File: src/design/fucr_pkg.sv
// fucr_pkg: types, codes and command texts for the framed upgrade command receiver
// used by every module of the block; depends on nothing

package fucr_pkg;

   localparam int unsigned LEN_W   = 16;
   localparam int unsigned CMD_LEN = 13;

   localparam logic [LEN_W-1:0] MAX_PAYLOAD_RESET = 16'd1500;

   // verdict codes
   localparam logic [2:0] VERDICT_NONE      = 3'd0;
   localparam logic [2:0] VERDICT_START_OK  = 3'd1;
   localparam logic [2:0] VERDICT_START_BAD = 3'd2;
   localparam logic [2:0] VERDICT_DATA      = 3'd3;
   localparam logic [2:0] VERDICT_FINISH_OK = 3'd4;
   localparam logic [2:0] VERDICT_MISMATCH  = 3'd5;
   localparam logic [2:0] VERDICT_IGNORED   = 3'd6;
   localparam logic [2:0] VERDICT_OVERSIZE  = 3'd7;

   // upgrade phase codes
   localparam logic [1:0] PHASE_IDLE      = 2'd0;
   localparam logic [1:0] PHASE_STARTED   = 2'd1;
   localparam logic [1:0] PHASE_RECEIVING = 2'd2;
   localparam logic [1:0] PHASE_FINISHED  = 2'd3;

   // number parser codes
   localparam logic [1:0] NUM_SKIP   = 2'd0;
   localparam logic [1:0] NUM_DIGITS = 2'd1;
   localparam logic [1:0] NUM_DONE   = 2'd2;

   localparam logic [7:0] START_TEXT [CMD_LEN] = '{
      8'h75, 8'h70, 8'h64, 8'h61, 8'h74, 8'h65, 8'h20,
      8'h73, 8'h74, 8'h61, 8'h72, 8'h74, 8'h3A };
   localparam logic [7:0] FINISH_TEXT [CMD_LEN] = '{
      8'h75, 8'h70, 8'h64, 8'h61, 8'h74, 8'h65, 8'h20,
      8'h66, 8'h69, 8'h6E, 8'h69, 8'h73, 8'h68 };

   typedef struct packed {
      logic       op;
      logic [7:0] stream_byte;
   } req_type;

   typedef struct packed {
      logic        payload_valid;
      logic [7:0]  payload_byte;
      logic [2:0]  verdict;
      logic [1:0]  upgrade_phase;
      logic [31:0] expected_size;
      logic [31:0] received_total;
   } rsp_type;

   typedef logic [LEN_W-1:0] csr_type;

   // what the frame parser hands to the upgrade controller for one item
   typedef struct packed {
      logic             reconnect;
      logic             oversize;
      logic             classify;
      logic             start_match;
      logic             finish_match;
      logic [LEN_W-1:0] length;
      logic [31:0]      size_value;
   } frame_evt_type;

endpackage

File: src/design/fucr_chan_if.sv
// fucr_chan_if: valid/ready channel carrying one payload of a chosen type
// depends on nothing; payload types come from fucr_pkg at the instance

interface fucr_chan_if #(parameter type data_type = logic);

   logic     valid;
   logic     ready;
   data_type data;

   modport source (output valid, output data, input ready);
   modport sink (input valid, input data, output ready);

endinterface

File: src/design/fucr_in_reg.sv
// fucr_in_reg: input register stage of the receiver
// depends on fucr_pkg and fucr_chan_if

module fucr_in_reg (
   input  logic             clock,
   input  logic             reset,
   fucr_chan_if.sink        req_if,
   input  logic             advance,
   output logic             item_valid,
   output fucr_pkg::req_type item
);

   logic              valid_ff;
   logic              valid_in;
   fucr_pkg::req_type item_ff;

   // a held item leaving this cycle frees the slot for the next one
   assign req_if.ready = !valid_ff || advance;

   always_comb begin
      valid_in = valid_ff;
      if (req_if.ready) begin
         valid_in = req_if.valid;
      end
   end

   always_ff @(posedge clock) begin
      if (reset) begin
         valid_ff <= 1'b0;
      end else begin
         valid_ff <= valid_in;
      end
   end

   always_ff @(posedge clock) begin
      if (req_if.ready && req_if.valid) begin
         item_ff <= req_if.data;
      end
   end

   assign item_valid = valid_ff;
   assign item       = item_ff;

endmodule

File: src/design/fucr_parser.sv
// fucr_parser: length-prefixed frame parser with command text matching and number parsing
// depends on fucr_pkg

module fucr_parser #(
   parameter int unsigned HEADER_BYTES = 4
) (
   input  logic                                  clock,
   input  logic                                  reset,
   input  logic                                  enable,
   input  fucr_pkg::req_type                     item,
   input  logic [fucr_pkg::LEN_W-1:0]            max_payload,
   output fucr_pkg::frame_evt_type               frame_evt,
   output logic                                  payload_valid
);

   localparam int unsigned HC_W = (HEADER_BYTES > 1) ? $clog2(HEADER_BYTES) : 1;

   logic                        frame_phase_ff, frame_phase_in;
   logic [HC_W-1:0]             hc_ff, hc_in;
   logic [fucr_pkg::LEN_W-1:0]  len_ff, len_in;
   logic                        len_hi_ff, len_hi_in;
   logic [fucr_pkg::LEN_W-1:0]  pc_ff, pc_in;
   logic                        finish_ff, finish_in;
   logic                        start_ff, start_in;
   logic [1:0]                  nphase_ff, nphase_in;
   logic                        nneg_ff, nneg_in;
   logic [31:0]                 nval_ff, nval_in;

   logic [7:0]                  b;
   logic [fucr_pkg::LEN_W-1:0]  hdr_lo;
   logic                        hdr_hi;
   logic                        pos0, pos1, pos_hi, hdr_last;
   logic                        last_byte;
   logic                        m_start, m_finish;
   logic [1:0]                  s_phase;
   logic                        s_neg;
   logic [31:0]                 s_val;
   logic                        take_digit;

   assign b        = item.stream_byte;
   assign pos0     = (hc_ff == HC_W'(0));
   assign pos1     = (HEADER_BYTES > 1) && (hc_ff == HC_W'(1));
   assign pos_hi   = (HEADER_BYTES > 2) && (hc_ff >= HC_W'(2));
   assign hdr_last = (hc_ff == HC_W'(HEADER_BYTES - 1));
   assign last_byte = ({1'b0, pc_ff} + 17'd1) == {1'b0, len_ff};

   // little-endian length; anything above bit 15 only marks the frame as oversize
   always_comb begin
      hdr_lo = len_ff;
      if (pos0) begin
         hdr_lo[7:0] = b;
      end
      if (pos1) begin
         hdr_lo[15:8] = b;
      end
      hdr_hi = len_hi_ff || (pos_hi && (b != 8'd0));
   end

   // atoi-style number step, only on bytes after the command text
   always_comb begin
      s_phase    = nphase_ff;
      s_neg      = nneg_ff;
      s_val      = nval_ff;
      take_digit = 1'b0;
      if (pc_ff >= fucr_pkg::LEN_W'(fucr_pkg::CMD_LEN)) begin
         case (nphase_ff)
            fucr_pkg::NUM_SKIP: begin
               if (b inside {[8'd9:8'd13], 8'd32}) begin
                  s_phase = fucr_pkg::NUM_SKIP;
               end else if (b == 8'h2D || b == 8'h2B) begin
                  s_neg   = (b == 8'h2D);
                  s_phase = fucr_pkg::NUM_DIGITS;
               end else begin
                  s_phase    = fucr_pkg::NUM_DIGITS;
                  take_digit = 1'b1;
               end
            end
            fucr_pkg::NUM_DIGITS: begin
               take_digit = 1'b1;
            end
            default: begin
            end
         endcase
         if (take_digit) begin
            if (b inside {[8'h30:8'h39]}) begin
               s_val = (nval_ff << 3) + (nval_ff << 1) + {28'd0, b[3:0]};
            end else begin
               s_phase = fucr_pkg::NUM_DONE;
            end
         end
      end
   end

   // text matching: command bytes first, then the byte after must be zero for finish
   always_comb begin
      m_start  = start_ff;
      m_finish = finish_ff;
      if (pc_ff < fucr_pkg::LEN_W'(fucr_pkg::CMD_LEN)) begin
         m_start  = start_ff && (b == fucr_pkg::START_TEXT[pc_ff[3:0]]);
         m_finish = finish_ff && (b == fucr_pkg::FINISH_TEXT[pc_ff[3:0]]);
      end else if (pc_ff == fucr_pkg::LEN_W'(fucr_pkg::CMD_LEN) && b != 8'd0) begin
         m_finish = 1'b0;
      end
   end

   always_comb begin
      frame_phase_in = frame_phase_ff;
      hc_in          = hc_ff;
      len_in         = len_ff;
      len_hi_in      = len_hi_ff;
      pc_in          = pc_ff;
      finish_in      = finish_ff;
      start_in       = start_ff;
      nphase_in      = nphase_ff;
      nneg_in        = nneg_ff;
      nval_in        = nval_ff;
      frame_evt      = '0;
      payload_valid  = 1'b0;

      if (item.op || (!frame_phase_ff && hdr_last) || (frame_phase_ff && last_byte)) begin
         // header or frame ends here: parser state cleared, back to header phase unless a payload follows
         frame_phase_in = 1'b0;
         hc_in          = '0;
         len_in         = '0;
         len_hi_in      = 1'b0;
         pc_in          = '0;
         finish_in      = 1'b1;
         start_in       = 1'b1;
         nphase_in      = fucr_pkg::NUM_SKIP;
         nneg_in        = 1'b0;
         nval_in        = '0;
      end

      if (item.op) begin
         frame_evt.reconnect = 1'b1;
      end else if (!frame_phase_ff) begin
         if (hdr_last) begin
            if (hdr_hi || hdr_lo > max_payload) begin
               frame_evt.oversize = 1'b1;
            end else if (hdr_lo == '0) begin
               // empty frame is classified straight away
               frame_evt.classify     = 1'b1;
               frame_evt.start_match  = 1'b1;
               frame_evt.finish_match = 1'b1;
            end else begin
               frame_phase_in = 1'b1;
               len_in         = hdr_lo;
            end
         end else begin
            hc_in     = hc_ff + HC_W'(1);
            len_in    = hdr_lo;
            len_hi_in = hdr_hi;
         end
      end else begin
         payload_valid = 1'b1;
         if (last_byte) begin
            frame_evt.classify     = 1'b1;
            frame_evt.start_match  = m_start;
            frame_evt.finish_match = m_finish;
            frame_evt.length       = len_ff;
            frame_evt.size_value   = s_neg ? (32'd0 - s_val) : s_val;
         end else begin
            pc_in     = pc_ff + fucr_pkg::LEN_W'(1);
            start_in  = m_start;
            finish_in = m_finish;
            nphase_in = s_phase;
            nneg_in   = s_neg;
            nval_in   = s_val;
         end
      end
   end

   always_ff @(posedge clock) begin
      if (reset) begin
         frame_phase_ff <= 1'b0;
         hc_ff          <= '0;
         len_ff         <= '0;
         len_hi_ff      <= 1'b0;
         pc_ff          <= '0;
         finish_ff      <= 1'b1;
         start_ff       <= 1'b1;
         nphase_ff      <= fucr_pkg::NUM_SKIP;
         nneg_ff        <= 1'b0;
         nval_ff        <= '0;
      end else if (enable) begin
         frame_phase_ff <= frame_phase_in;
         hc_ff          <= hc_in;
         len_ff         <= len_in;
         len_hi_ff      <= len_hi_in;
         pc_ff          <= pc_in;
         finish_ff      <= finish_in;
         start_ff       <= start_in;
         nphase_ff      <= nphase_in;
         nneg_ff        <= nneg_in;
         nval_ff        <= nval_in;
      end
   end

endmodule

File: src/design/fucr_upgrade.sv
// fucr_upgrade: upgrade phase controller that classifies each finished frame
// depends on fucr_pkg

module fucr_upgrade (
   input  logic                    clock,
   input  logic                    reset,
   input  logic                    enable,
   input  fucr_pkg::frame_evt_type frame_evt,
   output logic [2:0]              verdict,
   output logic [1:0]              upgrade_phase,
   output logic [31:0]             expected_size,
   output logic [31:0]             received_total
);

   logic [1:0]  phase_ff, phase_in;
   logic [31:0] announced_ff, announced_in;
   logic [31:0] total_ff, total_in;

   always_comb begin
      phase_in     = phase_ff;
      announced_in = announced_ff;
      total_in     = total_ff;
      verdict      = fucr_pkg::VERDICT_NONE;
      if (frame_evt.reconnect) begin
         phase_in = fucr_pkg::PHASE_IDLE;
      end else if (frame_evt.oversize) begin
         verdict = fucr_pkg::VERDICT_OVERSIZE;
      end else if (frame_evt.classify) begin
         case (phase_ff)
            fucr_pkg::PHASE_IDLE: begin
               if (frame_evt.start_match &&
                   frame_evt.length >= fucr_pkg::LEN_W'(fucr_pkg::CMD_LEN)) begin
                  announced_in = frame_evt.size_value;
                  total_in     = '0;
                  phase_in     = fucr_pkg::PHASE_STARTED;
                  verdict      = fucr_pkg::VERDICT_START_OK;
               end else begin
                  verdict = fucr_pkg::VERDICT_START_BAD;
               end
            end
            fucr_pkg::PHASE_FINISHED: begin
               verdict = fucr_pkg::VERDICT_IGNORED;
            end
            default: begin
               if (frame_evt.finish_match) begin
                  if (total_ff == announced_ff) begin
                     phase_in = fucr_pkg::PHASE_FINISHED;
                     verdict  = fucr_pkg::VERDICT_FINISH_OK;
                  end else begin
                     phase_in = fucr_pkg::PHASE_IDLE;
                     verdict  = fucr_pkg::VERDICT_MISMATCH;
                  end
               end else begin
                  total_in = total_ff + {16'd0, frame_evt.length};
                  phase_in = fucr_pkg::PHASE_RECEIVING;
                  verdict  = fucr_pkg::VERDICT_DATA;
               end
            end
         endcase
      end
   end

   always_ff @(posedge clock) begin
      if (reset) begin
         phase_ff     <= fucr_pkg::PHASE_IDLE;
         announced_ff <= '0;
         total_ff     <= '0;
      end else if (enable) begin
         phase_ff     <= phase_in;
         announced_ff <= announced_in;
         total_ff     <= total_in;
      end
   end

   // the result shows the state as it stands after this item
   assign upgrade_phase  = phase_in;
   assign expected_size  = announced_in;
   assign received_total = total_in;

endmodule

File: src/design/framed_upgrade_command_receiver.sv
// framed_upgrade_command_receiver: top level with the result register and the csr
// depends on fucr_pkg, fucr_chan_if, fucr_in_reg, fucr_parser and fucr_upgrade
//
// usage
//   req_if (fucr_pkg::req_type): one stream byte or a reconnect per item
//   rsp_if (fucr_pkg::rsp_type): exactly one result item for every request item
//   csr_if (fucr_pkg::csr_type): max_payload writes, always ready, write only while idle
// a request item accepted into the input register moves on into the result register,
//   provided rsp_if is not stalled
// throughput: one item per cycle while rsp_if is not stalled; the input register and
//   the result register each hold one item, with the per-byte update logic between
//   them, so a stalled result still leaves the input register free to take one more item
// when rsp_if.ready is low the result holds and the input register fills, after which
//   req_if.ready drops until the result is taken
// reset: frame parser to header phase, upgrade phase idle, expected size and received
//   total zero, max_payload 1500, both stages empty

module framed_upgrade_command_receiver #(
   parameter int unsigned HEADER_BYTES = 4
) (
   input  logic         clock,
   input  logic         reset,
   fucr_chan_if.sink    req_if,
   fucr_chan_if.source  rsp_if,
   fucr_chan_if.sink    csr_if
);

   logic                       item_valid;
   fucr_pkg::req_type          item;
   logic                       advance;
   logic [fucr_pkg::LEN_W-1:0] max_payload_ff;
   fucr_pkg::frame_evt_type    frame_evt;
   logic                       payload_valid;
   logic [2:0]                 verdict;
   logic [1:0]                 upgrade_phase;
   logic [31:0]                expected_size;
   logic [31:0]                received_total;
   logic                       rsp_valid_ff, rsp_valid_in;
   fucr_pkg::rsp_type          rsp_data_ff, rsp_data_in;

   assign advance = item_valid && (!rsp_valid_ff || rsp_if.ready);

   fucr_in_reg u_in_reg (
      .clock      (clock),
      .reset      (reset),
      .req_if     (req_if),
      .advance    (advance),
      .item_valid (item_valid),
      .item       (item)
   );

   fucr_parser #(
      .HEADER_BYTES (HEADER_BYTES)
   ) u_parser (
      .clock         (clock),
      .reset         (reset),
      .enable        (advance),
      .item          (item),
      .max_payload   (max_payload_ff),
      .frame_evt     (frame_evt),
      .payload_valid (payload_valid)
   );

   fucr_upgrade u_upgrade (
      .clock          (clock),
      .reset          (reset),
      .enable         (advance),
      .frame_evt      (frame_evt),
      .verdict        (verdict),
      .upgrade_phase  (upgrade_phase),
      .expected_size  (expected_size),
      .received_total (received_total)
   );

   assign csr_if.ready = 1'b1;

   always_ff @(posedge clock) begin
      if (reset) begin
         max_payload_ff <= fucr_pkg::MAX_PAYLOAD_RESET;
      end else if (csr_if.valid) begin
         max_payload_ff <= csr_if.data;
      end
   end

   always_comb begin
      rsp_data_in.payload_valid  = payload_valid;
      rsp_data_in.payload_byte   = payload_valid ? item.stream_byte : 8'd0;
      rsp_data_in.verdict        = verdict;
      rsp_data_in.upgrade_phase  = upgrade_phase;
      rsp_data_in.expected_size  = expected_size;
      rsp_data_in.received_total = received_total;
      rsp_valid_in = rsp_valid_ff && !rsp_if.ready;
      if (advance) begin
         rsp_valid_in = 1'b1;
      end
   end

   always_ff @(posedge clock) begin
      if (reset) begin
         rsp_valid_ff <= 1'b0;
      end else begin
         rsp_valid_ff <= rsp_valid_in;
      end
   end

   always_ff @(posedge clock) begin
      if (advance) begin
         rsp_data_ff <= rsp_data_in;
      end
   end

   assign rsp_if.valid = rsp_valid_ff;
   assign rsp_if.data  = rsp_data_ff;

   // a reconnect always comes out as a plain idle result
   a_reconnect_result: assert property (@(posedge clock) disable iff (reset)
      advance && item.op |=> rsp_valid_ff && !rsp_data_ff.payload_valid &&
         rsp_data_ff.verdict == fucr_pkg::VERDICT_NONE &&
         rsp_data_ff.upgrade_phase == fucr_pkg::PHASE_IDLE)
      else $error("reconnect did not give an idle result");

   // oversize is reported on a header byte, never on a payload byte
   a_oversize_header: assert property (@(posedge clock) disable iff (reset)
      rsp_valid_ff && rsp_data_ff.verdict == fucr_pkg::VERDICT_OVERSIZE |->
         !rsp_data_ff.payload_valid)
      else $error("oversize verdict on a payload byte");

   // a good start leaves the block started with the count cleared
   a_start_ok: assert property (@(posedge clock) disable iff (reset)
      rsp_valid_ff && rsp_data_ff.verdict == fucr_pkg::VERDICT_START_OK |->
         rsp_data_ff.upgrade_phase == fucr_pkg::PHASE_STARTED &&
         rsp_data_ff.received_total == 32'd0)
      else $error("start ok without a cleared count");

   // finish ok only when the count matched the announced size
   a_finish_ok: assert property (@(posedge clock) disable iff (reset)
      rsp_valid_ff && rsp_data_ff.verdict == fucr_pkg::VERDICT_FINISH_OK |->
         rsp_data_ff.upgrade_phase == fucr_pkg::PHASE_FINISHED &&
         rsp_data_ff.received_total == rsp_data_ff.expected_size)
      else $error("finish ok with a size mismatch");

endmodule

File: src/flat_wrapper.sv
// flat-port wrapper written by rule: the top's interface ports become plain ports
module framed_upgrade_command_receiver_flat import fucr_pkg::*;
#(
   parameter int unsigned HEADER_BYTES = 4
)
  (clock, reset, req_if_valid, req_if_data, req_if_ready, rsp_if_valid, rsp_if_data, rsp_if_ready, csr_if_valid, csr_if_data, csr_if_ready);
  fucr_chan_if #(.data_type(req_type)) req_if_i ();
  fucr_chan_if #(.data_type(rsp_type)) rsp_if_i ();
  fucr_chan_if #(.data_type(csr_type)) csr_if_i ();
  input  logic clock;
  input  logic reset;
  input wire logic [$bits(req_if_i.valid)-1:0] req_if_valid;
  input wire logic [$bits(req_if_i.data)-1:0] req_if_data;
  output wire logic [$bits(req_if_i.ready)-1:0] req_if_ready;
  output wire logic [$bits(rsp_if_i.valid)-1:0] rsp_if_valid;
  output wire logic [$bits(rsp_if_i.data)-1:0] rsp_if_data;
  input wire logic [$bits(rsp_if_i.ready)-1:0] rsp_if_ready;
  input wire logic [$bits(csr_if_i.valid)-1:0] csr_if_valid;
  input wire logic [$bits(csr_if_i.data)-1:0] csr_if_data;
  output wire logic [$bits(csr_if_i.ready)-1:0] csr_if_ready;
  assign req_if_i.valid = req_if_valid;
  assign req_if_i.data = req_if_data;
  assign req_if_ready = req_if_i.ready;
  assign rsp_if_valid = rsp_if_i.valid;
  assign rsp_if_data = rsp_if_i.data;
  assign rsp_if_i.ready = rsp_if_ready;
  assign csr_if_i.valid = csr_if_valid;
  assign csr_if_i.data = csr_if_data;
  assign csr_if_ready = csr_if_i.ready;
  framed_upgrade_command_receiver #(.HEADER_BYTES(HEADER_BYTES)) u_core (.clock(clock), .reset(reset), .req_if(req_if_i), .rsp_if(rsp_if_i), .csr_if(csr_if_i));
endmodule
File: config.mk
export PLATFORM = sky130hd
export DESIGN_NAME = framed_upgrade_command_receiver_flat
export DESIGN_NICKNAME = d
export VERILOG_FILES = /design/src/design/fucr_pkg.sv /design/src/design/fucr_chan_if.sv /design/src/design/fucr_in_reg.sv /design/src/design/fucr_parser.sv /design/src/design/fucr_upgrade.sv /design/src/design/framed_upgrade_command_receiver.sv /design/src/flat_wrapper.sv
export SDC_FILE = /design/constraint.sdc
export NUM_CORES = 1
export LEC_CHECK = 0
export BUFFER_PORTS_ARGS = -buffer_cell sky130_fd_sc_hd__buf_2
export CORE_MARGIN = 2
export CORE_UTILIZATION = 45
export DETAILED_ROUTE_END_ITERATION = 6
export PLACE_DENSITY = 0.64
export SYNTH_ARGS = -nofsm -noshare
export SYNTH_HDL_FRONTEND = slang
export SYNTH_SLANG_ARGS = --single-unit
File: constraint.sdc
create_clock -name clock -period 7.65 [get_ports clock]
set_input_delay 0.765 -clock clock [delete_from_list [all_inputs] [get_ports clock]]
set_output_delay 0.765 -clock clock [all_outputs]
set_load 0.02 [all_outputs]
==> impl_results.md <==
- First-pass GRT wire length: 78,500 microns
- Worst-path cell chain: nand3_1 > nor3_1 > nand3_1 > xnor2_1 > a2111o_1 > nor4b_2 > buf_4 > and2_1 > ha_1 > inv_1 > fa_1 > nor2b_1 > o21ai_0 > a21oi_1 > o21ai_0 > a21oi_1 > and2_1 > a31oi_1 > a311oi_1 > buf_4 > nor2b_1 > a21oi_1 > o21ai_0 > o31ai_1
- Clk pwr share: 48.6%
- Storage cell area: 5760 sq um
- DRC violations left: 0
- Worst Setup Slack, final: 1.28 ns
- Final GP Congestion: 0.956
- CP max stage cell: dfxtp_1
- Filler instances: 3,462
- Die width: 196 microns
- GR Layer Usage met1: 37.7%
- Routed Antenna Nets: 0
- Setup crit start: u_core.u_parser.pc_ff[2]
- Die height: 196 microns
- Post-cts sizing count: 0
- Top cells by area, synth: dfxtp_1 (19%), edfxtp_1 (16%), ha_1 (8.0%)
- Detailed Place HPWL: ~36,000 microns
- Synth Area in XOR/XNOR: 6.47%
- Min cycle time layout: about 6.4 ns
- Fmax: ~0.16 GHz
- WP data arrival: 6.65 ns
- DIE AREA: 38,200 sq um
- CTS sink count: 244
- Clock transition at path regs: 0.07 ns
- Register area share after synthesis: between 30% and 40%
- Clock Skew: 0.0227 ns
- CORE AREA: around 36,000 sq um
- WP data required: 7.93 ns
- H-tree depth: 1
- Most frequent cells in the layout: nand2_1 (248), nor2_1 (211), dfxtp_1 (157)
- RSZ-0062 raised after global routing: no
- CP Buf/Inv Count: 3
- Post-synthesis mux area share: 3.03%
- Crit path kind: reg2reg
- Via density: 6.03
- Area grow syn2layout: 10.7%
- Largest family of logic cells by synthesized area: simple AND/OR/NAND/NOR gates
- Power Density: about 170 nW/um^2
- Post-Synthesis Cells: 2,026
- Hold Fails Final Rpt: 0
- Vias in the first global route: 14,000
- Antenna violations before repair: 0
- Layout cell share with drive strength beyond 1: about a tenth
- Clock Tree Buf Depth: 3
- Endpoints failing setup: 0
- DR iter-0 viols: 1,190
- Number of nets in the layout: 2,191
- Avg WL per Cell: 19.7 microns
- Switching pwr: 743 uW
- GR Util met3: 3.09%
- # IOs: 111
- DP Cell Count: 2,491
- Adder-cell share of the synthesized area: 8.32%
- Critical Path Max Stage Delay: 0.70 ns
- Setup TNS: 0 ns
- Leakage: around 0.007 uW
- Top FF cell, synth: dfxtp_1
- Yosys top cell by area: dfxtp_1
- Pre-CTS WS: 1.38 ns
- Ant. Diodes: 0
- TritonRoute pass-1 iters: 6
- Internal power: between 2000 and 2500 uW
- Outcome: finished, final reports clean
- FP Rows: 70
- Max-Cap Viols: 0
- Peak fanout along the critical path: 20
- Total GRT Usage: 25.4%
- Final cell count without fillers: roughly 2,500
- CP endpoint kind: flip-flop
- Switch share: 23.8%
- Gr busiest metal: met2
- Fin. max-slew vios: 0
- Largest net degree at the start of global routing: 78
- Yosys warns: 0
- Synth Cell Area: 16,500 sq um
- Final period utilization: 83.2%
- Slew @ Worst Pin: ~1.3 ns
- R2r startpoint: u_core.u_parser.pc_ff[2]
- CTS tree: yes
- Combinational power share: about 6.3%
- Clk_lat worst skew: 0.56 ns
- EDFF count, synth: 87
- Relative max-transition margin: about 16%
- Mean Syn Cell Area: approximately 8.2 sq um
- Min-Delay Startpoint: req_if_data[3]
- GR Util met2: 38.8%
- Area of the multi-input gates: ~10,000 sq um
- Register bit count reported by yosys: 244
- Synth Net Count: 2,164
- Startpoint types: flip-flop
- DRT Wirelength: 50,000 microns
- Top Family by Delay on Critical Path: simple AND/OR/NAND/NOR gates
- Complex-gate fraction of the synthesized area: 20.3%
- GRT overflow: 0
- Port bufs: around 110
- Proportion of netlist area held by the largest area contributor: 19.0%
- Synth cell types: 87
- Sequential Power Share: around 45%
- Cts hold-fix bufs: 0
- CTS Root Cell: clkbuf_16
- Initial core utilization: 45.4%
- Peak supply drop: 147 uV
- HP Class: in2reg
- Fraction of registers with async set/reset: 0%
- Cts bufs inserted: 28
- DR vias: 15,300
- Commonest non-fill, non-tap cell in the layout: nand2_1
- Number of setup buffers added after CTS: 0
- Simple-Gate Fraction of Synth Area: 22.5%
cell families (layout without fill, tap and decap cells):
kind of cell | Yosys count | count (layout)
compound gates | 533 | 533
xor+xnor | 122 | 122
fa+ha+maj | 108 | 108
buf+inv | 189 | 238
flops | 244 | 244
mux | 47 | 47
other cells | 1 | 1
simple gates | 782 | 782
per-layer routing:
metal / up-vias / part of all wire (%)
met3: 78 / 7.1
met5: - / 0
met2: 606 / 44
met4: 0 / 2.6
met1: 7272 / 47
li1: 7368 / -
cell type report:
class	instances	share of cell area, %
Tap cell	468	3.20
Timing Repair Buffer	122	3.53
Clock inverter	20	1.58
Inverter	64	1.33
Multi-Input combinational cell	1593	54.8
Sequential cell	244	31.5
Clock buffer	32	4.08
registers in the layout, summed over array words and instances, names as in the netlist:
signal and flops:
u_core.u_parser.len_hi_ff 1, u_core.u_upgrade.total_ff 32, u_core.rsp_if.data 78, u_core.u_parser.frame_phase_ff 1
u_core.u_in_reg.item_valid 1, u_core.rsp_if.valid 1, u_core.max_payload_ff 16, u_core.u_parser.hc_ff 2
u_core.u_parser.nval_ff 32, u_core.u_parser.nphase_ff 2, u_core.u_upgrade.phase_ff 2, u_core.u_upgrade.announced_ff 32
u_core.u_parser.pc_ff 16, u_core.u_in_reg.item 9, u_core.u_parser.len_ff 16, u_core.u_parser.finish_ff 1
u_core.u_parser.start_ff 1, u_core.u_parser.nneg_ff 1
worst register-to-register path, cell delays in order, from the launching register on:
cell,delay [ns]
dfxtp_1,0.70
nand3_1,0.22
nor3_1,0.61
nand3_1,0.26
xnor2_1,0.19
a2111o_1,0.42
nor4b_2,0.26
buf_4,0.21
and2_1,0.14
ha_1,0.16
inv_1,0.05
fa_1,0.39
nor2b_1,0.14
o21ai_0,0.12
a21oi_1,0.18
o21ai_0,0.13
a21oi_1,0.24
and2_1,0.18
a31oi_1,0.12
a311oi_1,0.30
buf_4,0.22
nor2b_1,0.44
a21oi_1,0.13
o21ai_0,0.21
o31ai_1,0.11
stage by stage:
stage	cell area, sq um	power, uW	util [%]	hold WS (ns)
after floorplan	16500	1560	-	0.442
after detailed placement	17300	1630	47.5	0.473
after global routing	18300	3200	50.3	0.375
after global placement	17300	1620	47.5	0.461
after CTS	18300	3130	50.3	0.372
final	18300	3120	50.3	0.393
worst paths after layout:
check / endpoint / slack [ns] / cells after the start
min reg2reg: u_core.u_parser.start_ff / 0.49 / 2
min: u_core.u_in_reg.item[3] / 0.39 / 1
max: u_core.rsp_if.data[18] / 1.28 / 24
max reg2reg: u_core.rsp_if.data[18] / 1.28 / 24
power groups by stage:
stage	clock (uW)	combinational (uW)	sequential, uW
floorplan	0	118	1440
global placement	0	192	1430
global route	1580	214	1410
detailed placement	0	195	1430
CTS	1530	196	1400
finish	1520	196	1410
cells in the mapped netlist, types with 21 or more instances:
cell type,n
nor3_1,45
inv_1,63
xor2_1,40
nor4_1,21
a22oi_1,45
clkbuf_1,88
and2_1,35
buf_2,25
dfxtp_1,157
nor2b_1,24
nand2_1,248
nor2_1,211
nand4_1,36
edfxtp_1,87
and3_1,27
ha_1,105
mux2i_1,23
mux2_2,24
nand3_1,54
a21oi_1,146
xnor2_1,82
o21ai_0,131
o31ai_1,33
No activity file was read; power rests on OpenSTA's default activity.
